<file path="config.mk">
export PLATFORM = sky130hd
export DESIGN_NAME = midpoint_line_pixel_generator
export DESIGN_NICKNAME = d
export VERILOG_FILES = /design/src/mlpg_pkg.sv /design/src/mlpg_front.sv /design/src/mlpg_stepper.sv /design/src/mlpg_pixel.sv /design/src/midpoint_line_pixel_generator.sv
export SDC_FILE = /design/constraint.sdc
export NUM_CORES = 1
export LEC_CHECK = 0
export BUFFER_PORTS_ARGS = -buffer_cell sky130_fd_sc_hd__buf_2
export CORE_MARGIN = 2
export CORE_UTILIZATION = 48
export CTS_CLUSTER_DIAMETER = 40
export CTS_CLUSTER_SIZE = 28
export DETAILED_ROUTE_END_ITERATION = 7
export PLACE_DENSITY = 0.65
export SYNTH_ARGS = -nofsm -noshare
export SYNTH_HDL_FRONTEND = slang
export SYNTH_SLANG_ARGS = --single-unit
</file>
<file path="constraint.sdc">
create_clock -name clk -period 17.9 [get_ports clk]
set_clock_uncertainty 0.2 [all_clocks]
set_input_delay 0.895 -clock clk [delete_from_list [all_inputs] [get_ports clk]]
set_output_delay 0.895 -clock clk [all_outputs]
set_load 0.005 [all_outputs]
</file>
<file path="src/mlpg_pkg.sv">
// Shared types and constants of the midpoint line pixel generator.
`timescale 1ns / 1ps

package mlpg_pkg;

  localparam int CoordW  = 6;
  localparam int WalkW   = 7;
  localparam int DecW    = 14;
  localparam int DimW    = 7;
  localparam int ColourW = 24;
  localparam int AddrW   = 32;
  localparam int LinW    = 15;
  localparam int CfgIdxW = 2;
  localparam int CfgDataW = 32;

  typedef enum logic [CfgIdxW-1:0] {
    REG_WIDTH  = 2'd0,
    REG_HEIGHT = 2'd1,
    REG_INK    = 2'd2,
    REG_BASE   = 2'd3
  } cfg_reg_t;

  typedef struct packed {
    logic                   x_major;
    logic [WalkW-1:0]       maj_start;
    logic [WalkW-1:0]       min_start;
    logic [CoordW-1:0]      maj_end;
    logic signed [DecW-1:0] d_init;
    logic signed [DecW-1:0] d_lo;
    logic signed [DecW-1:0] d_hi;
  } cmd_t;

  typedef struct packed {
    logic [WalkW-1:0] x;
    logic [WalkW-1:0] y;
    logic             last;
  } point_t;

  typedef struct packed {
    logic [CoordW-1:0] pixel_x;
    logic [CoordW-1:0] pixel_y;
    logic [AddrW-1:0]  byte_address;
    logic [7:0]        red;
    logic [7:0]        green;
    logic [7:0]        blue;
    logic              in_bounds;
    logic              last;
  } result_t;

  typedef struct packed {
    logic [DimW-1:0]    width;
    logic [DimW-1:0]    height;
    logic [ColourW-1:0] ink_colour;
    logic [AddrW-1:0]   screen_base;
  } cfg_t;

endpackage

</file>
<file path="src/mlpg_front.sv">
// Front end: accepts endpoint pairs, sets up the line and queues the commands.
`timescale 1ns / 1ps

module mlpg_front (
  input  logic                          clk,
  input  logic                          rst,
  input  logic                          push,
  output logic                          full,
  input  logic [mlpg_pkg::CoordW-1:0]   x_start,
  input  logic [mlpg_pkg::CoordW-1:0]   y_start,
  input  logic [mlpg_pkg::CoordW-1:0]   x_end,
  input  logic [mlpg_pkg::CoordW-1:0]   y_end,
  output logic                          cmd_valid,
  input  logic                          cmd_ready,
  output mlpg_pkg::cmd_t                cmd
);

  logic signed [mlpg_pkg::WalkW-1:0] dx;
  logic signed [mlpg_pkg::WalkW-1:0] dy;
  logic signed [mlpg_pkg::WalkW-1:0] d_maj;
  logic signed [mlpg_pkg::WalkW-1:0] d_min;
  logic signed [mlpg_pkg::WalkW-1:0] half_maj;
  mlpg_pkg::cmd_t                    cmd_in;
  mlpg_pkg::cmd_t                    queue [2];
  logic                              wr_ptr;
  logic                              rd_ptr;
  logic [1:0]                        count;
  logic                              do_push;
  logic                              do_pop;

  assign dx    = $signed({1'b0, x_end}) - $signed({1'b0, x_start});
  assign dy    = $signed({1'b0, y_end}) - $signed({1'b0, y_start});

  always_comb begin
    cmd_in.x_major = (dy <= dx);
    if (cmd_in.x_major) begin
      d_maj            = dx;
      d_min            = dy;
      cmd_in.maj_start = {1'b0, x_start};
      cmd_in.min_start = {1'b0, y_start};
      cmd_in.maj_end   = x_end;
    end else begin
      d_maj            = dy;
      d_min            = dx;
      cmd_in.maj_start = {1'b0, y_start};
      cmd_in.min_start = {1'b0, x_start};
      cmd_in.maj_end   = y_end;
    end
    // halve toward zero
    half_maj      = (d_maj + $signed({{(mlpg_pkg::WalkW-1){1'b0}}, d_maj[mlpg_pkg::WalkW-1]}))
                    >>> 1;
    cmd_in.d_init = mlpg_pkg::DecW'(d_min) - mlpg_pkg::DecW'(half_maj);
    cmd_in.d_lo   = mlpg_pkg::DecW'(d_min);
    cmd_in.d_hi   = mlpg_pkg::DecW'(d_min) - mlpg_pkg::DecW'(d_maj);
  end

  assign full      = (count == 2'd2);
  assign do_push   = push && !full;
  assign cmd_valid = (count != 2'd0);
  assign do_pop    = cmd_valid && cmd_ready;
  assign cmd       = queue[rd_ptr];

  always_ff @(posedge clk) begin
    if (rst) begin
      wr_ptr <= 1'b0;
      rd_ptr <= 1'b0;
      count  <= 2'd0;
    end else begin
      if (do_push) wr_ptr <= !wr_ptr;
      if (do_pop) rd_ptr <= !rd_ptr;
      if (do_push && !do_pop) begin
        count <= count + 2'd1;
      end else if (do_pop && !do_push) begin
        count <= count - 2'd1;
      end
    end
  end

  always_ff @(posedge clk) begin
    if (do_push) queue[wr_ptr] <= cmd_in;
  end

endmodule

</file>
<file path="src/mlpg_stepper.sv">
// Back end: walks one queued line a point per cycle while pt_ready is high.
`timescale 1ns / 1ps

module mlpg_stepper (
  input  logic            clk,
  input  logic            rst,
  input  logic            cmd_valid,
  output logic            cmd_ready,
  input  mlpg_pkg::cmd_t  cmd,
  output logic            pt_valid,
  input  logic            pt_ready,
  output mlpg_pkg::point_t pt
);

  logic                              busy;
  logic                              x_major;
  logic [mlpg_pkg::WalkW-1:0]        maj;
  logic [mlpg_pkg::WalkW-1:0]        min_c;
  logic [mlpg_pkg::CoordW-1:0]       maj_end;
  logic signed [mlpg_pkg::DecW-1:0]  d;
  logic signed [mlpg_pkg::DecW-1:0]  d_lo;
  logic signed [mlpg_pkg::DecW-1:0]  d_hi;
  logic                              at_end;
  logic                              step;

  assign cmd_ready = !busy;
  assign pt_valid  = busy;
  assign at_end    = (maj >= {1'b0, maj_end});
  assign step      = busy && pt_ready;

  assign pt.x    = x_major ? maj : min_c;
  assign pt.y    = x_major ? min_c : maj;
  assign pt.last = at_end;

  always_ff @(posedge clk) begin
    if (rst) begin
      busy <= 1'b0;
    end else if (!busy) begin
      busy <= cmd_valid;
    end else if (step && at_end) begin
      busy <= 1'b0;
    end
  end

  always_ff @(posedge clk) begin
    if (!busy) begin
      x_major <= cmd.x_major;
      maj     <= cmd.maj_start;
      min_c   <= cmd.min_start;
      maj_end <= cmd.maj_end;
      d       <= cmd.d_init;
      d_lo    <= cmd.d_lo;
      d_hi    <= cmd.d_hi;
    end else if (step && !at_end) begin
      maj <= maj + 1'b1;
      if (d < 0) begin
        d <= d + d_lo;
      end else begin
        d     <= d + d_hi;
        min_c <= min_c + 1'b1;
      end
    end
  end

endmodule

</file>
<file path="src/mlpg_pixel.sv">
// Back end: clips points, forms frame buffer addresses and queues the results.
`timescale 1ns / 1ps

module mlpg_pixel (
  input  logic                 clk,
  input  logic                 rst,
  input  mlpg_pkg::cfg_t       cfg,
  input  logic                 pt_valid,
  output logic                 pt_ready,
  input  mlpg_pkg::point_t     pt,
  output logic                 empty,
  input  logic                 pop,
  output mlpg_pkg::result_t    res
);

  logic [mlpg_pkg::DecW-1:0] prod;
  logic                      s1_valid;
  logic                      s1_ready;
  mlpg_pkg::point_t          s1_pt;
  logic                      s1_vis;
  logic [mlpg_pkg::LinW-1:0] s1_lin;
  logic                      s2_valid;
  logic                      s2_ready;
  mlpg_pkg::result_t         s2_res;
  mlpg_pkg::result_t         queue [2];
  logic                      wr_ptr;
  logic                      rd_ptr;
  logic [1:0]                count;
  logic                      q_push;
  logic                      q_pop;

  assign prod     = mlpg_pkg::DecW'(cfg.width) * mlpg_pkg::DecW'(pt.y);
  assign q_push   = s2_valid && (count != 2'd2);
  assign q_pop    = pop && !empty;
  assign s2_ready = !s2_valid || (count != 2'd2);
  assign s1_ready = !s1_valid || s2_ready;
  assign pt_ready = s1_ready;
  assign empty    = (count == 2'd0);
  assign res      = queue[rd_ptr];

  always_ff @(posedge clk) begin
    if (rst) begin
      s1_valid <= 1'b0;
      s2_valid <= 1'b0;
    end else begin
      if (s1_ready) s1_valid <= pt_valid;
      if (s2_ready) s2_valid <= s1_valid;
    end
  end

  always_ff @(posedge clk) begin
    if (s1_ready) begin
      s1_pt  <= pt;
      s1_vis <= (pt.x < cfg.width) && (pt.y < cfg.height);
      s1_lin <= mlpg_pkg::LinW'(prod) + mlpg_pkg::LinW'(pt.x);
    end
    if (s2_ready) begin
      s2_res.pixel_x   <= s1_pt.x[mlpg_pkg::CoordW-1:0];
      s2_res.pixel_y   <= s1_pt.y[mlpg_pkg::CoordW-1:0];
      s2_res.last      <= s1_pt.last;
      s2_res.in_bounds <= s1_vis;
      if (s1_vis) begin
        s2_res.byte_address <= cfg.screen_base + mlpg_pkg::AddrW'({s1_lin, 1'b0})
                               + mlpg_pkg::AddrW'(s1_lin);
        s2_res.red          <= cfg.ink_colour[7:0];
        s2_res.green        <= cfg.ink_colour[15:8];
        s2_res.blue         <= cfg.ink_colour[23:16];
      end else begin
        s2_res.byte_address <= '0;
        s2_res.red          <= '0;
        s2_res.green        <= '0;
        s2_res.blue         <= '0;
      end
    end
  end

  always_ff @(posedge clk) begin
    if (rst) begin
      wr_ptr <= 1'b0;
      rd_ptr <= 1'b0;
      count  <= 2'd0;
    end else begin
      if (q_push) wr_ptr <= !wr_ptr;
      if (q_pop) rd_ptr <= !rd_ptr;
      if (q_push && !q_pop) begin
        count <= count + 2'd1;
      end else if (q_pop && !q_push) begin
        count <= count - 2'd1;
      end
    end
  end

  always_ff @(posedge clk) begin
    if (q_push) queue[wr_ptr] <= s2_res;
  end

endmodule

</file>
<file path="src/midpoint_line_pixel_generator.sv">
// Top level of the midpoint line pixel generator.
`timescale 1ns / 1ps

// Each pushed endpoint pair whose end coordinates are no smaller than its start ones yields
// one result per point of its midpoint line, start point first, last set on the final one;
// a line of n points (n at most 64) is walked by the stepper a single point per cycle
// while the pixel stage accepts points, and the stepper takes up the next queued line only
// once it is through with the current one. Up to two lines wait ahead of the stepper and
// two results wait at the output, so push and pop stall independently. Configuration
// takes effect on points stepped after the write.

module midpoint_line_pixel_generator (
  input  logic                            clk,
  input  logic                            rst,
  input  logic                            push,
  output logic                            full,
  input  logic [mlpg_pkg::CoordW-1:0]     x_start,
  input  logic [mlpg_pkg::CoordW-1:0]     y_start,
  input  logic [mlpg_pkg::CoordW-1:0]     x_end,
  input  logic [mlpg_pkg::CoordW-1:0]     y_end,
  output logic                            empty,
  input  logic                            pop,
  output logic [mlpg_pkg::CoordW-1:0]     pixel_x,
  output logic [mlpg_pkg::CoordW-1:0]     pixel_y,
  output logic [mlpg_pkg::AddrW-1:0]      byte_address,
  output logic [7:0]                      red,
  output logic [7:0]                      green,
  output logic [7:0]                      blue,
  output logic                            in_bounds,
  output logic                            last,
  input  logic                            cfg_we,
  input  logic [mlpg_pkg::CfgIdxW-1:0]    cfg_index,
  input  logic [mlpg_pkg::CfgDataW-1:0]   cfg_data
);

  mlpg_pkg::cfg_t    cfg;
  mlpg_pkg::cmd_t    cmd;
  logic              cmd_valid;
  logic              cmd_ready;
  mlpg_pkg::point_t  pt;
  logic              pt_valid;
  logic              pt_ready;
  mlpg_pkg::result_t res;

  always_ff @(posedge clk) begin
    if (rst) begin
      cfg <= '0;
    end else if (cfg_we) begin
      unique case (mlpg_pkg::cfg_reg_t'(cfg_index))
        mlpg_pkg::REG_WIDTH:  cfg.width       <= cfg_data[mlpg_pkg::DimW-1:0];
        mlpg_pkg::REG_HEIGHT: cfg.height      <= cfg_data[mlpg_pkg::DimW-1:0];
        mlpg_pkg::REG_INK:    cfg.ink_colour  <= cfg_data[mlpg_pkg::ColourW-1:0];
        mlpg_pkg::REG_BASE:   cfg.screen_base <= cfg_data[mlpg_pkg::AddrW-1:0];
        default:              cfg             <= cfg;
      endcase
    end
  end

  mlpg_front u_front (
    .clk       (clk),
    .rst       (rst),
    .push      (push),
    .full      (full),
    .x_start   (x_start),
    .y_start   (y_start),
    .x_end     (x_end),
    .y_end     (y_end),
    .cmd_valid (cmd_valid),
    .cmd_ready (cmd_ready),
    .cmd       (cmd)
  );

  mlpg_stepper u_stepper (
    .clk       (clk),
    .rst       (rst),
    .cmd_valid (cmd_valid),
    .cmd_ready (cmd_ready),
    .cmd       (cmd),
    .pt_valid  (pt_valid),
    .pt_ready  (pt_ready),
    .pt        (pt)
  );

  mlpg_pixel u_pixel (
    .clk      (clk),
    .rst      (rst),
    .cfg      (cfg),
    .pt_valid (pt_valid),
    .pt_ready (pt_ready),
    .pt       (pt),
    .empty    (empty),
    .pop      (pop),
    .res      (res)
  );

  assign pixel_x      = res.pixel_x;
  assign pixel_y      = res.pixel_y;
  assign byte_address = res.byte_address;
  assign red          = res.red;
  assign green        = res.green;
  assign blue         = res.blue;
  assign in_bounds    = res.in_bounds;
  assign last         = res.last;

  a_clipped_zero: assert property (@(posedge clk) disable iff (rst)
    (!empty && !in_bounds) |->
      (byte_address == '0 && red == '0 && green == '0 && blue == '0))
    else $error("clipped point carries address or colour");

  a_line_continues: assert property (@(posedge clk) disable iff (rst)
    (pt_valid && pt_ready && !pt.last) |=> pt_valid)
    else $error("stepper dropped a line before its final point");

  a_line_closes: assert property (@(posedge clk) disable iff (rst)
    (pt_valid && pt_ready && pt.last) |=> !pt_valid)
    else $error("stepper kept running past the final point");

  a_load_idle: assert property (@(posedge clk) disable iff (rst)
    (cmd_valid && cmd_ready) |=> pt_valid)
    else $error("queued line not taken up by the stepper");

endmodule
</file>
Yosys cells after proc, flatten, opt, wreduce, memory -nomap -nowiden
Memories as Yosys holds them, arrays and structs flattened. A register that Yosys moved wholly into a read port is not among the register bits.
Cells that the tools add are included.
{"block": "totals", "reg_bits": 243, "ramBits": 264, "inputBits": 63, "out_inout_bits": 72, "word_cells": 129, "n_memories": 2}
{"block": "op_classes", "n_addsub": 16, "n_mul": 1, "magnitude_cmp": 5, "n_eq_ne": 7, "n_mux": 27, "reduce_logical": 38}
{"memory": "u_pixel.queue", "words": 2, "word_bits": 70, "rd": 1, "rd_ports_with_merged_regs": 1, "write_ports": 1, "line_no": "mlpg_pixel.sv:25", "text": "mlpg_pkg::result_t queue [2];"}
{"memory": "u_front.queue", "words": 2, "word_bits": 62, "rd": 1, "rd_ports_with_merged_regs": 1, "write_ports": 1, "line_no": "mlpg_front.sv:24", "text": "mlpg_pkg::cmd_t queue [2];"}
{"operator": "$mux W7", "count": 9}
{"operator": "$mux W14", "count": 3}
{"operator": "$add A32 B15 Y32", "count": 1}
{"operator": "$add A32 B16 Y32", "count": 1}
{"operator": "$add A14 B14 Y14", "count": 2}
{"operator": "$mux W19", "count": 1}
{"operator": "$add A14 B7 Y15", "count": 1}
{"operator": "$add A7 B1 Y7 const B", "count": 2}
{"operator": "$logic_not A1 Y1", "count": 14}
{"operator": "$lt A14 B1 Y1 const B", "count": 1}
{"operator": "$lt A7 B7 Y1", "count": 2}
{"operator": "$mul A7 B7 Y14", "count": 1}
{"operator": "$sub A6 B6 Y7", "count": 2}
{"operator": "$logic_and A1 B1 Y1", "count": 12}
{"operator": "$mux W1", "count": 10}
{"operator": "$reduce_and A2 Y1", "count": 5}
{"operator": "$mux W2", "count": 4}
{"operator": "$sub A7 B6 Y8", "count": 1}
{"operator": "$sub A7 B7 Y8", "count": 1}
{"operator": "$add A7 B2 Y7", "count": 1}
{"operator": "$ge A7 B6 Y1", "count": 1}
{"operator": "$le A7 B7 Y1", "count": 1}
{"operator": "$eq A2 B2 Y1 const B", "count": 3}
{"operator": "$ne A2 B2 Y1 const B", "count": 3}
{"operator": "6 further kinds", "count": 12}

Depth between registers and ports, before layout
Gate-level depths: netlist of the first run.
{"block": "depth", "ltp_word": 7, "ltp_mapped": 29, "depth_no_buf": 26}

By module
A second synthesis of the first run with hierarchy kept.
{"block": "hier_totals", "cells_unflattened": 1852, "area_unflattened_um2": 23851.6}
{"mod": "mlpg_pixel", "instances": 1, "cells_per_inst": 859, "area_each_um2": 12258.0, "seq_area_each_um2": 7317.0}
{"mod": "mlpg_front", "instances": 1, "cells_per_inst": 457, "area_each_um2": 5221.3, "seq_area_each_um2": 2622.5}
{"mod": "mlpg_stepper", "instances": 1, "cells_per_inst": 269, "area_each_um2": 3495.9, "seq_area_each_um2": 1911.8}
{"mod": "midpoint_line_pixel_generator", "instances": 1, "cells_per_inst": 267, "area_each_um2": 2876.5, "seq_area_each_um2": 1401.3}

Worst setup path before layout of the first run
No wires, ideal clock.
{"block": "synth_path", "path_type": "input to register", "startpoint": "in x_end[0] (netlist name)", "endpoint": "mem u_front.queue[0][34] (netlist name), data pin", "setup_time_ns": 0.283, "arrival_ns": 5.827, "required_time_ns": 17.417, "setup_slack_ns": 11.590, "cell_stages": 27, "path_buffers": 5, "path_cell_list": "inv_1 -> ha_1 -> inv_1 -> fa_1 -> a21o_1 -> and4_1 -> or3_1 -> clkbuf_1 -> ha_1 -> nor3b_1 -> o21ai_1 -> o21a_1 -> buf_6 -> inv_4 -> buf_2 -> buf_2 -> buf_1 -> a21oi_1 -> ha_1 -> nor2b_1 -> o21ai_0 -> nand2b_1 -> a21oi_1 -> nor3_1 -> nor3_1 -> o311ai_1 -> a2bb2oi_1"}
{"item": "from (decl)", "line_no": "midpoint_line_pixel_generator.sv:19", "text": "input logic [mlpg_pkg::CoordW-1:0] x_end,"}
{"item": "to (decl)", "line_no": "mlpg_front.sv:24"}

==> flow_metrics.py, run 1 <==
metrics = {
    "route": {
        "ant_nets": 0,
        "via_count": 13700,
        "route.detailed.drc": 0,
        "drt-total-wl_um": 46300,
        "wl_per_cell_um": 17.7,
        "viasPerCell": 5.24,
        "drtIter0Drc": 900,
        "dr.pass1.iters": 5,
    },
    "power": {
        "power_density_nw_per_um2": 161,
        "power_mw": 4.13,
        "p_leak_nw": 10.4,
        "vdd_ir_drop_max_mv": 0.0982,
    },
    "setup_path": {
        "crit_path_max_fanout": 35,
        "crit_slowest_cell": "or3_1",
        "end_kind": "flip-flop",
        "startpoint_type": "primary input",
        "critical_path_arrival_ns": 6.54,
        "worstPathRequired_ns": 18.02,
        "crit_buf_inv": 6,
        "critPathKind": "in2reg",
        "slowest_delay_ns": 0.55,
        "cpLargestDelayFamily": "simple AND/OR/NAND/NOR gates",
        "crit_path_start": "x_end[0]",
        "reg2reg_from": "u_stepper.x_major$_DFFE_PN_",
    },
    "floorplan": {
        "die_y_um": 219,
        "die_x_um": 219,
        "row_count": 78,
        "core_area_um2": 45600,
        "dieArea_um2": 48200,
        "io_pins": 135,
        "start_util_pct": 48.9,
    },
    "cells_and_area": {
        "drive_above_1_share_pct": 19.0,
        "nFillCells": 3703,
        "nets": 2196,
        "antennaDiodeCount": 0,
        "syn2layout_area_growth_pct": 15.3,
    },
    "timing": {
        "hold_ws_ns": 0.220,
        "worst_slew_pin_slew_ns": 1.12,
        "max_freq_ghz": 0.156,
        "max-slew-margin-rel_pct": 25.2,
        "final.setup.tns_ns": 0,
        "post-route-period-util_pct": 35.9,
        "fin_crit_ns": 6.43,
        "rsz0062_at_grt": "false",
        "layout_setup_ws_ns": 11.47,
        "hold_violations": 0,
        "setup_viol_count_final": 0,
        "drv_slew": 0,
    },
    "synth": {
        "yosys_warnings": 0,
        "yosysUniqueCellTypes": 70,
        "synth_top_area_share_pct": 50.3,
        "async_flop_share_pct": 0,
        "synth.most_common_cell": "edfxtp_1",
        "synth_ff_type": "edfxtp_1",
        "ys_seq_area_share_pct": 57.7,
        "synthTopCellsByCount": "373 x edfxtp_1, 216 x nand2_1, 122 x inv_1",
        "syn-num-nets": 2043,
        "synth.area.top_cells": "edfxtp_1 50%, dfxtp_1 7.5%, ha_1 6.5%",
        "ys_ff_latch": 456,
        "postSynthAreaPerCell_um2": 12.3,
        "synth_edf_count": 373,
        "syn_inst": 1814,
        "syn-cell-area_um2": 22300,
        "synth_area_leader_cell": "edfxtp_1",
    },
    "place": {
        "hpwlAfterDp_um": 32100,
        "dp_slack_ns": 10.89,
        "gp_congestion": 0.867,
        "portBuffers": 134,
    },
    "global_routing": {
        "grt_start_max_net_pins": 84,
        "grt_pass1_vias": 14000,
        "grt_pass1_wl_um": 73800,
        "grt_usage_pct": 19.6,
        "gr-total-overflow": 0,
        "grt_antenna_before_repair": 0,
    },
    "status": {
        "outcome": "finished clean",
    },
    "worst_hold_path": {
        "hold_class": "reg2reg",
        "hp-start": "u_pixel.s1_pt[9]$_DFFE_PN_",
    },
    "cts": {
        "cts_root_buf": "clkbuf_16",
        "cts_resized": 0,
        "cts_tree": "done",
        "hold_buffers": 0,
        "htree_levels": 2,
        "cts.sinks": 456,
        "clk_pin_slew_worst_paths_ns": 0.05,
        "cts_buffers": 59,
        "cts_setup_buffers": 0,
        "clockBufferDepth": 3,
        "insertion_delay_ns": 0.63,
    },
    "flow_run": {
        "cap_violations": 0,
    },
}
cell type report:
class / instances / area, um^2 / area share (%)
clock inverter: 48 / 576 / 2.24
sequential: 456 / 12900 / 50.1
timing repair buffer: 151 / 798 / 3.11
clock buffer: 62 / 1500 / 5.83
multi-input combinational: 1174 / 8730 / 34.0
inverter: 125 / 472 / 1.84
tap: 600 / 751 / 2.92
stage by stage:
stage / utilization [%] / cell area, um^2 / instances
5_1_grt: 56.4 / 25700 / 2616
6_report: 56.4 / 25700 / 2616
3_5_place_dp: 51.8 / 23600 / 2506
2_1_floorplan: - / 22300 / 1814
3_3_place_gp: 51.8 / 23600 / 2506
4_1_cts: 56.4 / 25700 / 2616
worst register-to-register path, stage by stage (launching register included):
cell	delay [ns]
edfxtp_1	0.72
mux2i_1	0.68
nor2_1	0.13
fa_1	0.44
fa_1	0.51
inv_1	0.05
fa_1	0.46
fa_1	0.54
inv_1	0.04
ha_1	0.32
o21ai_0	0.11
a21boi_0	0.16
o21a_1	0.21
o21a_1	0.21
o2111ai_1	0.25
a31oi_1	0.13
xor2_1	0.15
final timing paths:
kind	to	slack [ns]	depth (start not counted)
setup / recovery	u_front.queue[1][34]$_DFFE_PP_	11.47	27
hold / removal	u_pixel.s2_res[65]$_DFFE_PP_	0.22	0
setup reg to reg	u_pixel.s1_lin[14]$_DFFE_PN_	12.33	16
hold reg to reg	u_pixel.s2_res[65]$_DFFE_PP_	0.22	0
flip-flops by register name, summed over array words and instances (netlist names), 2 cells and up, named ones only:
name               flops
u_stepper.d_hi         8
u_front.count          2
u_stepper.d_lo         7
u_stepper.maj          7
u_stepper.maj_end      6
u_stepper.min_c        7
u_pixel.s2_res        70
u_pixel.count          2
u_pixel.s1_pt         13
u_pixel.s1_lin        15
u_stepper.d           14
cfg                   70
u_front.queue         84
u_pixel.queue        140
layout by cell type (no fill, tap or decap), types with 31 or more instances in the layout:
cell type	Yosys	routed
inv_1	122	121
nand2_1	216	216
clkbuf_16	0	59
edfxtp_1	373	373
xnor2_1	49	49
dfxtp_1	83	81
mux2_2	106	106
o21ai_0	67	67
fa_1	50	50
a21oi_1	110	110
ha_1	116	116
mux2i_1	31	31
nor2_1	121	119
xor2_1	31	31
and2_1	41	41
buf_2	2	134
power by group:
part | internal (mW) | switching, mW
combinational | 0.573 | 0.776
sequential | 1.47 | 0.114
clock | 0.696 | 0.504
cell families (layout without fill, tap and decap cells):
family / Yosys count / in the layout / share of synthesized area, %
compound gates: 288 / 288 / 7.91
xor+xnor: 80 / 80 / 3.14
fa+ha+maj: 166 / 166 / 11.0
buf+inv: 184 / 386 / 3.16
flops: 456 / 456 / 57.7
mux: 137 / 137 / 6.75
simple gates: 503 / 503 / 10.3
metal layers:
metal / track usage, % / vias up / wire [um]
li1: - / 6775 / -
met4: 5.16 / 0 / 1010
met2: 35.3 / 256 / 23400
met3: 3.22 / 77 / 1820
met5: 0 / - / 0
met1: 24.4 / 6609 / 20100
(Power assumes the default switching activity.)
==> run 2, diff against run 1 <==
- ABC_AREA: default -> 1
- PLACE_DENSITY: 0.65 -> 0.68
- clock period: 17.9 -> 5.27 ns (I/O delays scaled with it)
==> run 2 against run 1 <==
Against the previous run:
- sequential share of layout area fell by 1.9 points
- sequential power rose to 3.5 times the previous value
- via count rose by 16%
- clock power rose to 3.4 times the previous value
- register-to-register slack got worse by 12 ns
- critical path type is now reg2reg
- critical endpoint is now u_pixel.s1_lin[12]$_DFFE_PN_
- largest cell class unchanged
==> flow_metrics.py, run 2 <==
metrics = {
    "floorplan": {
        "die_y_um": 221,
        "core_area_um2": 46500,
        "start_util_pct": 48.6,
        "dieArea_um2": 48800,
        "die_x_um": 221,
        "row_count": 79,
        "io_pins": 135,
    },
    "route": {
        "wl_met3_um": 3000,
        "ant_nets": 0,
        "wl_per_cell_um": 17.3,
        "met1_length_um": 23000,
        "drt-total-wl_um": 51500,
        "wl_met2_um": 23900,
        "viasPerCell": 5.34,
        "via_count": 15900,
        "drtIter0Drc": 1232,
        "route.detailed.drc": 0,
        "topRoutingLayerUsed": "met4",
        "dr.pass1.iters": 6,
    },
    "cells_and_area": {
        "top_regs": "u_pixel.queue (140), u_front.queue (84)",
        "syn2layout_area_growth_pct": 18.4,
        "largest_reg_flops": 140,
        "drive_above_1_share_pct": 16.1,
        "layout_common_cells": "412 x nand2_1, 373 x edfxtp_1, 247 x inv_1, 151 x a21oi_1, 134 x buf_2",
        "antennaDiodeCount": 0,
        "largest-register": "u_pixel.queue",
        "regArea_um2": 12900,
        "fin_cells": 2973,
        "multi_input_area_um2": 8510,
        "nets": 2545,
        "nFillCells": 3852,
        "final_common_cell": "nand2_1",
    },
    "place": {
        "gp_congestion": 0.856,
        "portBuffers": 134,
        "hpwlAfterDp_um": 35500,
        "dp_cells": 2793,
        "dp_slack_ns": 0.165,
    },
    "power": {
        "intPower_mw": 9.41,
        "p_seq_share_pct": 36.4,
        "p_comb_share_pct": 36.7,
        "p_leak_nw": 11.4,
        "power_mw": 15.0,
        "power.share.clock_pct": 26.8,
        "vdd_ir_drop_max_mv": 0.300,
        "switching_share_pct": 37.4,
        "power_density_nw_per_um2": 563,
        "switching_power_mw": 5.63,
    },
    "setup_path": {
        "end_kind": "flip-flop",
        "crit_buf_inv": 4,
        "crit_path_max_fanout": 9,
        "r2r_cells": 16,
        "startpoint_type": "flip-flop",
        "slowest_delay_ns": 0.54,
        "worstPathCellList": "clkbuf_2 > o21ai_1 > buf_4 > nor2_1 > fa_1 > fa_1 > inv_1 > fa_1 > fa_1 > inv_1 > ha_1 > a21o_1 > a31oi_1 > o221ai_1 > a31oi_1 > xor2_1",
        "critical_path_cell_count": 16,
        "crit_top_cell": "fa_1",
        "cpLargestDelayFamily": "adder cells",
        "worstPathRequired_ns": 5.42,
        "crit_slowest_cell": "fa_1",
        "critical_path_arrival_ns": 5.14,
        "critPathKind": "reg2reg",
    },
    "timing": {
        "fin_crit_ns": 5.00,
        "max_freq_ghz": 0.200,
        "layout_setup_ws_ns": 0.271,
        "worst_slew_pin_slew_ns": 1.08,
        "hold_violations": 0,
        "max-slew-margin-rel_pct": 28.0,
        "post-route-period-util_pct": 94.9,
        "setup_viol_count_final": 0,
        "drv_slew": 0,
    },
    "flow_run": {
        "cap_violations": 0,
    },
    "cts": {
        "insertion_delay_ns": 0.64,
        "clk_pin_slew_worst_paths_ns": 0.06,
        "cts_buffers": 58,
        "clockBufferDepth": 3,
        "htree_levels": 2,
        "cts_root_buf": "clkbuf_16",
        "cts.sinks": 456,
        "cts_tree": "done",
    },
    "synth": {
        "yosys_warnings": 0,
        "synth_area_leader_cell": "edfxtp_1",
        "syn-cell-area_um2": 22600,
        "syn_inst": 2093,
        "synth.most_common_cell": "nand2_1",
        "synth.area.top_cells": "edfxtp_1 50%, dfxtp_1 7.4%, nand2_1 6.9%",
        "postSynthAreaPerCell_um2": 10.8,
        "yosysUniqueCellTypes": 51,
        "synth_top_area_share_pct": 49.6,
        "ys_ff_latch": 456,
        "synthTopCellsByCount": "412 x nand2_1, 373 x edfxtp_1, 248 x inv_1",
        "synth_ff_type": "edfxtp_1",
        "syn-num-nets": 2322,
        "async_flop_share_pct": 0,
        "ys_seq_area_share_pct": 57.0,
        "synth_edf_count": 373,
    },
    "global_routing": {
        "grt_pass1_vias": 15700,
        "gr-total-overflow": 0,
        "grt_start_max_net_pins": 84,
        "grt_usage_pct": 21.1,
        "grt_pass1_wl_um": 83000,
        "grt_antenna_before_repair": 0,
    },
    "status": {
        "outcome": "finished clean",
    },
    "worst_hold_path": {
        "hold_class": "in2reg",
        "hold_depth": 3,
    },
}
## run 2: cell types whose count changed after synthesis, sizes merged, moves of 19 or more
cell	delta
nand4	+52
inv	+128
a21o	-19
xnor2	-43
mux2	-36
and2	-41
nand3	+40
nor2b	-20
mux2i	-31
a21oi	+41
o21ai	+38
nand2	+211
## run 2: power by group through the flow
stage / Clock, mW / Combinational (mW) / Sequential, mW
final: 4.04 / 5.53 / 5.48
after global routing: 4.27 / 6.29 / 5.56
after CTS: 4.11 / 5.49 / 5.49
after detailed placement: 0 / 5.38 / 5.56
after global placement: 0 / 5.21 / 5.52
after floorplan: 0 / 3.94 / 5.38
## run 2: repair_timing
| item | in CTS | in global routing |
|---|---|---|
| hold endpoints to repair | 108 | 0 |
| buffers inserted | 0 | 1 |
| hold buffers | 69 | 0 |
| setup endpoints to repair | 0 | 6 |
| gates resized for setup | 0 | 5 |
## run 2: worst reg2reg max path, delay by kind of cell, from the launching register on
family,cells,cell delay (ns)
buffers and inverters,4,0.49
AOI/OAI and AO/OA,5,1.04
adders and majority gates,5,2.32
xor gates and xnor gates,1,0.10
DFF,1,0.52
and+or+nand+nor,1,0.08
## run 2: worst paths after layout
| kind | startpoint | endpoint | slack (ns) |
|---|---|---|---|
| worst max-delay path | u_stepper.x_major$_DFFE_PN_ | u_pixel.s1_lin[12]$_DFFE_PN_ | 0.27 |
| worst min-delay path | y_end[0] | u_front.queue[0][42]$_DFFE_PP_ | 0.03 |
| worst max register to register | u_stepper.x_major$_DFFE_PN_ | u_pixel.s1_lin[12]$_DFFE_PN_ | 0.27 |
| worst min register to register | u_pixel.s2_res[60]$_DFFE_PP_ | u_pixel.queue[0][60]$_DFFE_PP_ | 0.21 |
## run 2: cells by family (layout without fill, tap and decap cells)
kind of cell	Yosys count	count (layout)	synth area share, %
fa+ha+maj	166	166	10.9
xor+xnor	30	30	1.16
simple gates	706	706	13.3
buf+inv	322	595	5.50
flops	456	456	57.0
mux	70	70	3.49
compound gates	343	343	8.62
## run 2: routing by layer
metal / up-vias / GRT usage [%]
li1: 7681 / -
met4: 0 / 7.90
met1: 7584 / 29.2
met3: 109 / 4.12
met5: - / 0
met2: 492 / 33.2
## run 2: layout make-up
| type | count | area share (%) |
|---|---|---|
| Inverter | 253 | 3.56 |
| Tap cell | 607 | 2.84 |
| Multi-Input combinational cell | 1315 | 31.9 |
| Clock buffer | 62 | 5.53 |
| Clock inverter | 48 | 2.10 |
| Timing Repair Buffer | 232 | 5.90 |
| Sequential cell | 456 | 48.2 |
## run 2: through the flow
step / TNS (ns) / util, % / area, um^2 / hold slack [ns]
3_3_place_gp: 0 / 51.5 / 23900 / 0.201
4_1_cts: 0 / 57.4 / 26700 / 0.0206
5_1_grt: -0.0605 / 57.5 / 26700 / 0.0365
6_report: 0 / 57.5 / 26700 / 0.0337
3_5_place_dp: 0 / 51.5 / 23900 / 0.207
2_1_floorplan: 0 / - / 22600 / 0.200
